$ cat config.mk
export PLATFORM = sky130hd
export DESIGN_NAME = chord_note_splitter_core
export DESIGN_NICKNAME = d
export VERILOG_FILES = /design/src/csplit_pkg.sv /design/src/csplit_dp.sv /design/src/csplit_ctrl.sv /design/src/chord_note_splitter_core.sv
export VERILOG_INCLUDE_DIRS = /design/src /design/src/src
export SDC_FILE = /design/constraint.sdc
export NUM_CORES = 1
export LEC_CHECK = 0
export BUFFER_PORTS_ARGS = -buffer_cell sky130_fd_sc_hd__buf_2
export CORE_MARGIN = 1
export CORE_UTILIZATION = 42
export DETAILED_ROUTE_END_ITERATION = 6
export REMOVE_ABC_BUFFERS = 1
export SKIP_LAST_GASP = 1
export SYNTH_ARGS = -nofsm -noshare
export SYNTH_HDL_FRONTEND = slang
export SYNTH_HIERARCHICAL = 1
export SYNTH_SLANG_ARGS = --single-unit
$ cat constraint.sdc
create_clock -name clk_i -period 6.9 [get_ports clk_i]
set_input_delay 0.69 -clock clk_i [delete_from_list [all_inputs] [get_ports clk_i]]
set_output_delay 0.69 -clock clk_i [all_outputs]
set_load 0.1 [all_outputs]
$ cat src/chord_note_splitter_core_defines.svh
`ifndef CHORD_NOTE_SPLITTER_CORE_DEFINES_SVH
`define CHORD_NOTE_SPLITTER_CORE_DEFINES_SVH

// Concurrent check on the block clock, no reset qualifier.
`define CSPLIT_ASSERT_NORST(lbl, prop, msg) \
  lbl: assert property (@(posedge clk_i) prop) else $error(msg);

// Concurrent check on the block clock, off while reset is asserted.
`define CSPLIT_ASSERT(lbl, prop, msg) \
  `CSPLIT_ASSERT_NORST(lbl, disable iff (!rst_ni) prop, msg)

`endif

$ cat src/csplit_pkg.sv
`default_nettype none

package csplit_pkg;

  // Default depth of each chord part store
  localparam int unsigned PART_MAX_DEF = 32;

  // Configuration port
  localparam int unsigned PADDR_W = 3;
  localparam int unsigned PDATA_W = 32;

  // Biased pitch: pitch + 12, range 0..47
  localparam int unsigned PITCH_W = 6;
  localparam logic [PITCH_W-1:0] OCTAVE = 6'd12;
  localparam logic [PITCH_W-1:0] LOWER_BIAS = 6'd24;

  // Characters
  localparam logic [7:0] CH_OPEN  = 8'h5B;
  localparam logic [7:0] CH_CLOSE = 8'h5D;
  localparam logic [7:0] CH_COMMA = 8'h2C;
  localparam logic [7:0] CH_APOS  = 8'h27;
  localparam logic [7:0] CH_NL    = 8'h0A;

  // Semitone of letters A..G, indexed by the low three bits of the ASCII code
  // (code 0 is not a letter and reads as zero)
  localparam logic [3:0] LETTER_PITCH [8] = '{
    4'd0, 4'd9, 4'd11, 4'd0, 4'd2, 4'd4, 4'd5, 4'd7
  };

  // Status from datapath to controller
  typedef struct packed {
    logic is_open;
    logic is_close;
    logic is_nl;
    logic is_letter;
    logic first_full;
    logic second_full;
    logic emit_last;
  } csplit_status_t;

  // Commands from controller to datapath
  typedef struct packed {
    logic clear_len;
    logic first_start;
    logic first_mod;
    logic first_append;
    logic second_start;
    logic second_mod;
    logic second_append;
    logic emit_start;
    logic emit_step;
    logic load_echo;
    logic load_err;
  } csplit_cmd_t;

  // A..G or a..g
  function automatic logic is_note_letter(input logic [7:0] b);
    return ((b[7:3] == 5'b01000) || (b[7:3] == 5'b01100)) && (b[2:0] != 3'd0);
  endfunction

  // Biased pitch of a note letter; lower case sits one octave up
  function automatic logic [PITCH_W-1:0] letter_value(input logic [7:0] b);
    logic [PITCH_W-1:0] base;
    base = {2'b00, LETTER_PITCH[b[2:0]]};
    return base + (b[5] ? LOWER_BIAS : OCTAVE);
  endfunction

endpackage

`default_nettype wire

$ cat src/csplit_dp.sv
`default_nettype none

module csplit_dp #(
  parameter int unsigned PART_MAX = csplit_pkg::PART_MAX_DEF
) (
  input  wire logic                        clk_i,
  input  wire logic                        rst_ni,
  input  wire logic [7:0]                  byte_i,
  input  wire csplit_pkg::csplit_cmd_t     cmd_i,
  output csplit_pkg::csplit_status_t       status_o,
  input  wire logic                        cfg_we_i,
  input  wire logic                        cfg_bit_i,
  output logic                             select_high_o,
  output logic [7:0]                       out_byte_o,
  output logic                             out_err_o,
  output logic                             out_last_o
);

  localparam int unsigned IDX_W     = $clog2(PART_MAX);
  localparam int unsigned LEN_W     = $clog2(PART_MAX + 1);
  localparam int unsigned MEM_AW    = IDX_W + 1;
  localparam int unsigned MEM_DEPTH = 2 ** MEM_AW;
  localparam int unsigned PW        = csplit_pkg::PITCH_W;

  logic                select_high_q;
  logic [LEN_W-1:0]    len1_q, len2_q;
  logic [PW-1:0]       p1_q, p1_d, p2_q, p2_d;
  logic [IDX_W-1:0]    emit_idx_q;
  logic [7:0]          mem_q [MEM_DEPTH];
  logic [7:0]          out_byte_q;
  logic                out_err_q, out_last_q;

  logic                is_comma, is_apos;
  logic [PW-1:0]       byte_pitch;
  logic                wr_en, wr_part, first_low, use_first, emit_last;
  logic [IDX_W-1:0]    wr_idx;
  logic [MEM_AW-1:0]   wr_addr, rd_addr;
  logic [LEN_W-1:0]    emit_len;

  // Byte classification
  assign is_comma   = (byte_i == csplit_pkg::CH_COMMA);
  assign is_apos    = (byte_i == csplit_pkg::CH_APOS);
  assign byte_pitch = csplit_pkg::letter_value(byte_i);

  // Part selection for the chord close
  assign first_low = (p1_q <= p2_q);
  assign use_first = select_high_q ? !first_low : first_low;
  assign emit_len  = use_first ? len1_q : len2_q;
  assign emit_last = ((LEN_W'(emit_idx_q) + LEN_W'(1)) == emit_len);

  always_comb begin
    status_o             = '0;
    status_o.is_open     = (byte_i == csplit_pkg::CH_OPEN);
    status_o.is_close    = (byte_i == csplit_pkg::CH_CLOSE);
    status_o.is_nl       = (byte_i == csplit_pkg::CH_NL);
    status_o.is_letter   = csplit_pkg::is_note_letter(byte_i);
    status_o.first_full  = (len1_q == LEN_W'(PART_MAX));
    status_o.second_full = (len2_q == LEN_W'(PART_MAX));
    status_o.emit_last   = emit_last;
  end

  // Store addressing: upper half holds part two
  assign wr_en   = cmd_i.first_start | cmd_i.first_append |
                   cmd_i.second_start | cmd_i.second_append;
  assign wr_part = cmd_i.second_start | cmd_i.second_append;
  always_comb begin
    priority if (cmd_i.first_start || cmd_i.second_start) begin
      wr_idx = '0;
    end else if (wr_part) begin
      wr_idx = len2_q[IDX_W-1:0];
    end else begin
      wr_idx = len1_q[IDX_W-1:0];
    end
  end
  assign wr_addr = {wr_part, wr_idx};
  assign rd_addr = {!use_first, emit_idx_q};

  // Pitch updates: letter sets it, the byte after may shift an octave
  always_comb begin
    p1_d = p1_q;
    if (cmd_i.first_start) begin
      p1_d = byte_pitch;
    end else if (cmd_i.first_mod) begin
      if (is_comma) begin
        p1_d = p1_q - csplit_pkg::OCTAVE;
      end else if (is_apos) begin
        p1_d = p1_q + csplit_pkg::OCTAVE;
      end
    end
  end

  always_comb begin
    p2_d = p2_q;
    if (cmd_i.second_start) begin
      p2_d = byte_pitch;
    end else if (cmd_i.second_mod) begin
      if (is_comma) begin
        p2_d = p2_q - csplit_pkg::OCTAVE;
      end else if (is_apos) begin
        p2_d = p2_q + csplit_pkg::OCTAVE;
      end
    end
  end

  // Config, lengths and pitches
  always_ff @(posedge clk_i or negedge rst_ni) begin
    if (!rst_ni) begin
      select_high_q <= 1'b0;
      len1_q        <= '0;
      len2_q        <= '0;
      p1_q          <= '0;
      p2_q          <= '0;
    end else begin
      if (cfg_we_i) begin
        select_high_q <= cfg_bit_i;
      end
      if (cmd_i.clear_len) begin
        len1_q <= '0;
        len2_q <= '0;
      end
      if (cmd_i.first_start) begin
        len1_q <= LEN_W'(1);
      end else if (cmd_i.first_append) begin
        len1_q <= len1_q + LEN_W'(1);
      end
      if (cmd_i.second_start) begin
        len2_q <= LEN_W'(1);
      end else if (cmd_i.second_append) begin
        len2_q <= len2_q + LEN_W'(1);
      end
      p1_q <= p1_d;
      p2_q <= p2_d;
    end
  end

  // Emission index
  always_ff @(posedge clk_i) begin
    if (cmd_i.emit_start) begin
      emit_idx_q <= '0;
    end else if (cmd_i.emit_step) begin
      emit_idx_q <= emit_idx_q + IDX_W'(1);
    end
  end

  // Part store and output word register (registered read)
  always_ff @(posedge clk_i) begin
    if (wr_en) begin
      mem_q[wr_addr] <= byte_i;
    end
    priority if (cmd_i.emit_step) begin
      out_byte_q <= mem_q[rd_addr];
      out_err_q  <= 1'b0;
      out_last_q <= emit_last;
    end else if (cmd_i.load_echo) begin
      out_byte_q <= byte_i;
      out_err_q  <= 1'b0;
      out_last_q <= 1'b1;
    end else if (cmd_i.load_err) begin
      out_byte_q <= '0;
      out_err_q  <= 1'b1;
      out_last_q <= 1'b1;
    end
  end

  assign select_high_o = select_high_q;
  assign out_byte_o    = out_byte_q;
  assign out_err_o     = out_err_q;
  assign out_last_o    = out_last_q;

endmodule

`default_nettype wire

$ cat src/csplit_ctrl.sv
`default_nettype none

`include "chord_note_splitter_core_defines.svh"

module csplit_ctrl (
  input  wire logic                       clk_i,
  input  wire logic                       rst_ni,
  input  wire logic                       in_valid_i,
  output logic                            in_ready_o,
  output logic                            out_valid_o,
  input  wire logic                       out_ready_i,
  input  wire csplit_pkg::csplit_status_t status_i,
  output csplit_pkg::csplit_cmd_t         cmd_o
);

  localparam logic [2:0] ST_OUTSIDE    = 3'd0;
  localparam logic [2:0] ST_WANT_FIRST = 3'd1;
  localparam logic [2:0] ST_FIRST_MOD  = 3'd2;
  localparam logic [2:0] ST_IN_FIRST   = 3'd3;
  localparam logic [2:0] ST_SECOND_MOD = 3'd4;
  localparam logic [2:0] ST_IN_SECOND  = 3'd5;
  localparam logic [2:0] ST_EMIT       = 3'd6;
  localparam logic [2:0] ST_HALTED     = 3'd7;

  logic [2:0] state_q, state_d;
  logic       out_valid_q, out_valid_d;
  logic       slot_free, accept, load;

  // Output word register is free when empty or being taken
  assign slot_free  = !out_valid_q || out_ready_i;
  assign in_ready_o = (state_q == ST_HALTED) || ((state_q != ST_EMIT) && slot_free);
  assign accept     = in_valid_i && in_ready_o;

  // Next state and datapath commands
  always_comb begin
    state_d = state_q;
    cmd_o   = '0;
    unique case (state_q)
      ST_OUTSIDE: begin
        if (accept) begin
          if (status_i.is_open) begin
            cmd_o.clear_len = 1'b1;
            state_d         = ST_WANT_FIRST;
          end else begin
            cmd_o.load_echo = 1'b1;
          end
        end
      end
      ST_WANT_FIRST: begin
        if (accept) begin
          if (status_i.is_letter) begin
            cmd_o.first_start = 1'b1;
            state_d           = ST_FIRST_MOD;
          end else begin
            cmd_o.load_err = 1'b1;
            state_d        = ST_HALTED;
          end
        end
      end
      ST_FIRST_MOD, ST_IN_FIRST: begin
        if (accept) begin
          cmd_o.first_mod = (state_q == ST_FIRST_MOD);
          priority if (status_i.is_close || status_i.is_nl) begin
            cmd_o.load_err = 1'b1;
            state_d        = ST_HALTED;
          end else if (status_i.is_letter) begin
            cmd_o.second_start = 1'b1;
            state_d            = ST_SECOND_MOD;
          end else if (status_i.first_full) begin
            cmd_o.load_err = 1'b1;
            state_d        = ST_HALTED;
          end else begin
            cmd_o.first_append = 1'b1;
            state_d            = ST_IN_FIRST;
          end
        end
      end
      ST_SECOND_MOD, ST_IN_SECOND: begin
        if (accept) begin
          cmd_o.second_mod = (state_q == ST_SECOND_MOD);
          priority if (status_i.is_nl) begin
            cmd_o.load_err = 1'b1;
            state_d        = ST_HALTED;
          end else if (status_i.is_close) begin
            cmd_o.emit_start = 1'b1;
            state_d          = ST_EMIT;
          end else if (status_i.second_full) begin
            cmd_o.load_err = 1'b1;
            state_d        = ST_HALTED;
          end else begin
            cmd_o.second_append = 1'b1;
            state_d             = ST_IN_SECOND;
          end
        end
      end
      ST_EMIT: begin
        if (slot_free) begin
          cmd_o.emit_step = 1'b1;
          if (status_i.emit_last) begin
            state_d = ST_OUTSIDE;
          end
        end
      end
      ST_HALTED: begin
        state_d = ST_HALTED;
      end
    endcase
  end

  // Output word valid
  assign load        = cmd_o.load_echo | cmd_o.load_err | cmd_o.emit_step;
  assign out_valid_d = load || (out_valid_q && !out_ready_i);

  always_ff @(posedge clk_i or negedge rst_ni) begin
    if (!rst_ni) begin
      state_q     <= ST_OUTSIDE;
      out_valid_q <= 1'b0;
    end else begin
      state_q     <= state_d;
      out_valid_q <= out_valid_d;
    end
  end

  assign out_valid_o = out_valid_q;

  // An error word always leads into the halted state
  `CSPLIT_ASSERT(a_err_halts, cmd_o.load_err |=> (state_q == ST_HALTED), "error without halt")
  // Halted is final until reset
  `CSPLIT_ASSERT(a_halt_sticky, (state_q == ST_HALTED) |=> (state_q == ST_HALTED), "left halt")
  // No word is produced once halted
  `CSPLIT_ASSERT(a_halt_silent, (state_q == ST_HALTED) |-> !load, "word loaded while halted")
  // A load never overwrites a word that is still waiting
  `CSPLIT_ASSERT(a_no_overwrite, (out_valid_q && !out_ready_i) |-> !load, "word overwritten")

endmodule

`default_nettype wire

$ cat src/chord_note_splitter_core.sv
`default_nettype none

// Chord note splitter.
// Input stream (s_axis_*): one text character per word in tdata[7:0].
// Output stream (m_axis_*): tdata[7:0] is the character, tuser flags an
// error word (tdata zero), tlast marks the final word caused by one input.
// Outside brackets each character is echoed in the cycle after acceptance.
// A bracketed chord is stored in the two halves of the part memory as it
// arrives; on ']' the chosen part (lower pitch, or higher when select_high is
// set) is sent one word per cycle while m_axis_tready is high. No input is
// taken during that emission.
// Otherwise one character is accepted per cycle while m_axis_tready is high.
// A parse error sends one error word, after which every input is accepted
// and dropped until reset.
// Reset (rst_ni low) returns to outside-chord with select_high cleared.
// When m_axis_tready is low the output word holds, and input is held off
// until that word is taken (once halted, input is still taken and dropped).
// APB register 0 (byte address 0): bit 0 = select_high.
module chord_note_splitter_core #(
  parameter int unsigned PART_MAX = csplit_pkg::PART_MAX_DEF
) (
  input  wire logic                            clk_i,
  input  wire logic                            rst_ni,
  // in word: [7:0] in_byte
  input  wire logic                            s_axis_tvalid,
  output logic                                 s_axis_tready,
  input  wire logic [7:0]                      s_axis_tdata,
  // out word: [7:0] out_byte
  output logic                                 m_axis_tvalid,
  input  wire logic                            m_axis_tready,
  output logic [7:0]                           m_axis_tdata,
  // [0] error
  output logic                                 m_axis_tuser,
  output logic                                 m_axis_tlast,
  input  wire logic                            psel,
  input  wire logic                            penable,
  input  wire logic                            pwrite,
  input  wire logic [csplit_pkg::PADDR_W-1:0]  paddr,
  input  wire logic [csplit_pkg::PDATA_W-1:0]  pwdata,
  output logic [csplit_pkg::PDATA_W-1:0]       prdata,
  output logic                                 pready
);

  csplit_pkg::csplit_status_t status;
  csplit_pkg::csplit_cmd_t    cmd;
  logic                       cfg_we, select_high;

  // Register 0 decodes on word address zero
  assign pready = 1'b1;
  assign cfg_we = psel && penable && pwrite && !paddr[2];
  assign prdata = paddr[2] ? '0 : {{(csplit_pkg::PDATA_W-1){1'b0}}, select_high};

  csplit_ctrl u_ctrl (
    .clk_i       (clk_i),
    .rst_ni      (rst_ni),
    .in_valid_i  (s_axis_tvalid),
    .in_ready_o  (s_axis_tready),
    .out_valid_o (m_axis_tvalid),
    .out_ready_i (m_axis_tready),
    .status_i    (status),
    .cmd_o       (cmd)
  );

  csplit_dp #(
    .PART_MAX (PART_MAX)
  ) u_dp (
    .clk_i         (clk_i),
    .rst_ni        (rst_ni),
    .byte_i        (s_axis_tdata),
    .cmd_i         (cmd),
    .status_o      (status),
    .cfg_we_i      (cfg_we),
    .cfg_bit_i     (pwdata[0]),
    .select_high_o (select_high),
    .out_byte_o    (m_axis_tdata),
    .out_err_o     (m_axis_tuser),
    .out_last_o    (m_axis_tlast)
  );

endmodule

`default_nettype wire
# --- Yosys cells after proc, flatten, opt, wreduce, memory -nomap -nowiden ---
# Memory sizes are Yosys's and may differ from the RTL's.
# Index checks and enable logic that the tools add are counted.
word_totals:
  reg_bits: 44
  ramBits: 512
  mem_bits_ro: 32
  input_bits: 50
  out_inout_bits: 45
  elab_cells: 166
  n_memories: 2
memory_table:
  columns: ["memory", "words", "width", "rd", "rd_ports_with_merged_regs", "write_ports", "line", "text"]
  rows:
  - ["u_dp.mem_q", 64, 8, 1, 0, 1, "csplit_dp.sv:29", "logic [7:0] mem_q [MEM_DEPTH];"]
  - ["(no name shown)", 8, 4, 1, 0, 0, "csplit_pkg.sv:64", "base = {2'b00, LETTER_PITCH[b[2:0]]};"]
op_classes:
  n_addsub: 9
  n_lt_le_gt_ge: 2
  eq_ne: 25
  muxes: 77
  bitwise: 7
  reduce_logical: 33
ops:
  columns: ["operator", "n"]
  rows:
  - ["two-way mux 6 bit", 14]
  - ["two-way mux 3 bit", 16]
  - ["two-way mux 1 bit", 33]
  - ["two-way mux 8 bit", 3]
  - ["case mux 3 bit (6 select lines)", 1]
  - ["nonzero test 3 bit", 6]
  - ["== test 8 x 6 -> 1 bit (second input constant)", 2]
  - ["== test 8 x 7 -> 1 bit (second input constant)", 2]
  - ["two-way mux 5 bit", 3]
  - ["adder 6 x 1 -> 6 bit (second input constant)", 2]
  - ["adder 6 x 4 -> 6 bit (second input constant)", 2]
  - ["== test 3 bit (second input constant)", 4]
  - ["== test 6 bit (second input constant)", 2]
  - ["!= test 2 x 1 -> 1 bit (second input constant)", 6]
  - ["subtractor 6 x 4 -> 6 bit (second input constant)", 2]
  - ["== test 5 x 4 -> 1 bit (second input constant)", 2]
  - ["== test 8 x 4 -> 1 bit (second input constant)", 1]
  - ["two-way mux 2 bit", 4]
  - ["two-way mux 4 bit", 2]
  - ["logical AND 1 bit", 7]
  - ["AND reduction 7 bit", 1]
  - ["adder 4 x 6 -> 6 bit", 1]
  - ["adder 5 x 1 -> 6 bit (second input constant)", 1]
  - ["== test 3 x 2 -> 1 bit (second input constant)", 2]
  - ["other kinds (16)", 34]

# --- Logic depth before layout (Yosys ltp) ---
depth:
  depth_word: 12
  mapped_depth: 16
  depth_no_buf: 14

# --- Modules after synthesis ---
# Netlist, hierarchy kept.
modules_own_cells:
  columns: ["module", "n_inst", "cells_per_inst", "area_each_um2", "seq_area_each_um2"]
  rows:
  - ["csplit_dp", 1, 1132, 22552.9, 16390.7]
  - ["csplit_ctrl", 1, 75, 548.0, 100.1]
  - ["chord_note_splitter_core", 1, 36, 266.5, 0.0]

# --- Least setup slack after synthesis ---
# Ideal clock, no wire load.
synth_timing:
  path_kind: "reg2reg"
  start: "register u_ctrl.out_valid_q, in the netlist u_ctrl/out_valid_o"
  end: "memory u_dp.mem_q[19][0], enable pin"
  setup_time_ns: 0.370
  arrival_time_ns: 3.824
  required_time_ns: 6.530
  slack_ns: 2.705
  path_stages_with_launch: 12
  n_path_buf: 1
  period_less_slack_ns: 4.195
  path_cell_list: "dfrtp_1 -> nand2b_1 -> mux2_4 -> and2_1 -> nand2_1 -> nor4_1 -> buf_1 -> mux2i_1 -> nor3_1 -> nand4_1 -> nand2b_1 -> nor2_1"
synth_lines:
  columns: ["item", "line", "text"]
  rows:
  - ["start, declared", "csplit_ctrl.sv:26", "logic out_valid_q, out_valid_d;"]
  - ["start signal, assigned", "csplit_ctrl.sv:120", "out_valid_q <= out_valid_d;"]
  - ["end, declared", "csplit_dp.sv:29", null]

==> out/metrics.sh <==
SYNTH_AREA_LEADERS='edfxtp_1, mux4_2, dfrtp_1'
GRT_SETUP_UNREPAIRED='no'
CRITICAL_PATH_FANOUTS_MAX=15
SYNTH.DISTINCT_CELLS=64
CLOCK_TREE_FROM_TRITONCTS='built'
FINALHOLDVIOLATIONS=0
POWER_DENSITY_mW_PER_MM2=387
TIMING.FINAL.SETUP_VIOLATIONS=0
YS_SEQ_AREA_SHARE_PCT=70.6
FP.DIEAREA_MM2=0.0566
CLOCK_EDGE_TRANSITION_AT_THE_REGISTERS_ON_THE_REPORTED_SETUP_AND_HOLD_PATHS_NS=0.06
YOSYSMOSTFREQUENTCELL='edfxtp_1'
R2R_START='u_ctrl/state_q[1]'
INITIAL_ANTENNA_VIOLATION_COUNT=5
FINAL_LAYOUT_SIZE_SUFFIX_GT1_SHARE_PCT=23.1
ROUTED_WIRE_LENGTH_PER_INSTANCE_UM=24.3
CTS-ROOT-BUF='clkbuf_16'
SYNTH_COMMON_CELLS='edfxtp_1, mux4_2, nor2_1'
WORST_PATH_DOMINANT_CELL_FAMILY='simple AND/OR/NAND/NOR gates'
CTS_INSERTED_BUFFERS=56
CTS_HOLD_BUFFERS=0
LIBRARY_CELL_CONTRIBUTING_THE_LARGEST_SINGLE_DELAY_ON_THE_CRITICAL_PATH='nor2_1'
PEAKVDDDROP_mV=0.264
YS_ASYNC_SR_FRACTION_PCT=5.22
PRE_CTS_WS_NS=1.07
ROUTABILITYCONGESTION=0.804
FINAL.PERIOD_UTILIZATION_PCT=75.4
CRITICAL_PATH.CELL_CHAIN='nand2_2, mux2_4, and2_1, nand2_1, nor4_2, mux2i_1, nor3_1, nand4_1, nor2_1'
DR_TOTAL_VIAS=11407
SLEW_HEADROOM_PCT=19.4
SYN_TO_FINAL_GROWTH_PCT=11.0
DRT-PASS1-ITER-COUNT=5
DRT_ITER0_DRC=1026
ROWS=86
CRIT_TYPE='flop to flop'
PLACE_HPWL_UM=31300
FINALWIRELENGTH_UM=50300
PIN_COUNT=95
POST-ROUTE-DRC-COUNT=0
WORST_HOLD_PATH_TYPE='input port to asynchronous set/reset pin'
GRT_FIRST_PASS_WIRELENGTH_UM=75500
CLOCK_LATENCY_REPORTED_FOR_THE_LATE_SIDE_OF_THE_WORST_SKEW_PAIR_NS=0.61
CTS_POST_SETUP_BUFFERS_INSERTED=0
POSTSYNTHREGISTERBITS=556
GLOBAL_ROUTE.OVERFLOW_TOTAL=0
STATUS='complete, no violations'
STARTING_DENSITY_OF_THE_CORE_PCT=42.5
GRT_MAX_DEGREE=92
SYNTH-EDFF-COUNT=521
FMAX_MHz=192
TIMING.CRITICAL_PATH.TO_TYPE='flop'
START_KIND='flop'
SYNTH_AREA_LEADER_CELL='edfxtp_1'
FINAL_CRITICAL_DELAY_INCLUDING_SETUP_AND_EXTERNAL_DELAYS_NS=5.20
POSTLAYOUTSETUPSLACKWORST_NS=1.70
YOSYSWARNINGS=6
CRIT-REG2REG-CAPTURE='u_dp/mem_q[47][7]'
SYNTH.CELL_AREA_MM2=0.0234
SYNTH_TOP_FLOP_CELL='edfxtp_1'
WORST-R2R-CELL-COUNT=9
POSTCTSRESIZEDCELLS=0
CRIT_BUF_INV=0
SETUP_TOTAL_NEGATIVE_SLACK_NS=0
FP.DIEW_UM=238
CP.REQUIRED_NS=7.13
POST_SYNTH_INST_COUNT=1243
MAXCAPVIOLCOUNT=0
CTS_MAX_LEVEL=2
R2R_SETUP_SLACK_NS=1.70
FINAL_ANTENNA_NET_COUNT=0
POST-SYNTH-TOP-AREA-FRACTION_PCT=67.0
SLEW_VIOLATIONS=0
PORT_BUFFERS=29
NUM-NETS-FINAL=1357
GRT.TOTAL_USAGE_PCT=18.3
CTSLONGESTPATHBUFFERS=3
CRITPATHARRIVALTIME_NS=5.43
WORST_PIN_SLEW_NS=1.21
VIAS_PER_CELL=5.51
DESIGN.CORE.AREA_MM2=0.0550
VERTICAL_EXTENT_OF_THE_DIE_UM=238
FINAL.SETUP_SKEW_NS=0.0150
PLEAK_nW=8.30
CRITICAL_PATH.MAX_STAGE_DELAY_NS=1.01
SYN_AVG_CELL_AREA_UM2=18.8
FIRST_GLOBAL_VIAS=11511
CTS.SINKS=556
-- logic make-up after synthesis --
family / after synthesis / synth area share [%]
simple gates: 250 / 5.09
fa+ha+maj: 27 / 1.51
flops: 556 / 70.6
xor+xnor: 28 / 1.08
compound gates: 75 / 1.99
buf+inv: 120 / 2.77
other cells: 2 / 0.0321
mux: 185 / 17.0
-- metal layers --
metal	vias up	global-route usage (%)	routed length, um	part of all wire [%]
met5	-	0	0	0
li1	4983	-	-	-
met3	75	3.35	2950	5.9
met4	0	5.36	1040	2.1
met2	289	29.4	24700	49
met1	6060	25.5	21600	43
-- registers in the layout (all words and copies together) (netlist names) --
| name | count |
|---|---|
| u_dp/mem_q | 512 |
| u_dp/emit_idx_q | 5 |
| u_dp/len1_q | 6 |
| u_dp/out_last_o | 1 |
| u_dp/select_high_o | 1 |
| u_dp/len2_q | 6 |
| u_ctrl/state_q | 3 |
| u_ctrl/out_valid_o | 1 |
| u_dp/p1_q | 6 |
| u_dp/out_byte_o | 8 |
| u_dp/out_err_o | 1 |
| u_dp/p2_q | 6 |
-- worst max-delay path by stage --
stage / start / to / depth (start not counted)
after floorplan: u_dp/emit_idx_q[0] / u_ctrl/state_q[1] / 10
after global placement: s_axis_tdata[3] / u_dp/mem_q[47][6] / 9
after detailed placement: s_axis_tdata[3] / u_dp/mem_q[47][7] / 9
after CTS: u_ctrl/state_q[1] / u_dp/mem_q[47][7] / 9
after global routing: u_ctrl/state_q[1] / u_dp/mem_q[47][7] / 9
final: u_ctrl/state_q[1] / u_dp/mem_q[47][7] / 9
-- per-stage QoR --
stage / total power [mW] / std cells / hold WS (ns) / area, um2 / util, %
global route: 10.5 / 2071 / 0.161 / 25900 / 47.2
floorplan: 6.58 / 1175 / 0.394 / 22900 / -
finish: 10.0 / 2072 / 0.129 / 25900 / 47.2
global placement: 7.21 / 1970 / 0.485 / 24200 / 44.0
detailed placement: 7.24 / 1970 / 0.502 / 24200 / 44.0
CTS: 10.2 / 2071 / 0.142 / 25900 / 47.2
-- cells in the final DEF (no fill, tap or decap), types with 4 or more instances in the layout --
cell and n:
nand3_1 16, buf_2 29, mux2i_1 13, nor2b_1 6
a21oi_1 34, nor2_1 110, nor3b_1 8, clkinv_1 8
nand2_1 49, nor3_1 9, nand3b_1 5, ha_1 25
clkbuf_16 57, nor4_1 4, edfxtp_1 521, o21ai_1 11
buf_4 16, and3_1 6, inv_1 22, dfrtp_1 29
conb_1 32, bufinv_16 4, clkinv_2 6, xnor2_1 15
nand2b_1 5, o21ai_0 7, xor2_1 12, mux4_2 168
clkbuf_1 22, nand4_1 9
-- report_power, final --
part	internal [mW]	switching [mW]	leakage, nW
Clock	1.67	1.25	0.840
Combinational	1.32	1.65	2.35
Sequential	3.87	0.277	5.11
-- worst reg2reg max path, delay by kind of cell, from the launching register on --
kind / cells / cell delay [ns]
muxes: 2 / 0.52
and+or+nand+nor: 7 / 3.68
DFF: 1 / 0.63
-- final cells by class --
cell class / count / area (um2)
fillers: 4593 / 29000
flip-flops and latches: 556 / 16500
multi-input cells: 597 / 6370
clock buffers: 79 / 1510
well taps: 748 / 936
repair buffers: 47 / 305
clock inverters: 22 / 241
inverters: 22 / 82.6
diodes: 1 / 2.50
No activity file was read; power rests on OpenSTA's default activity.
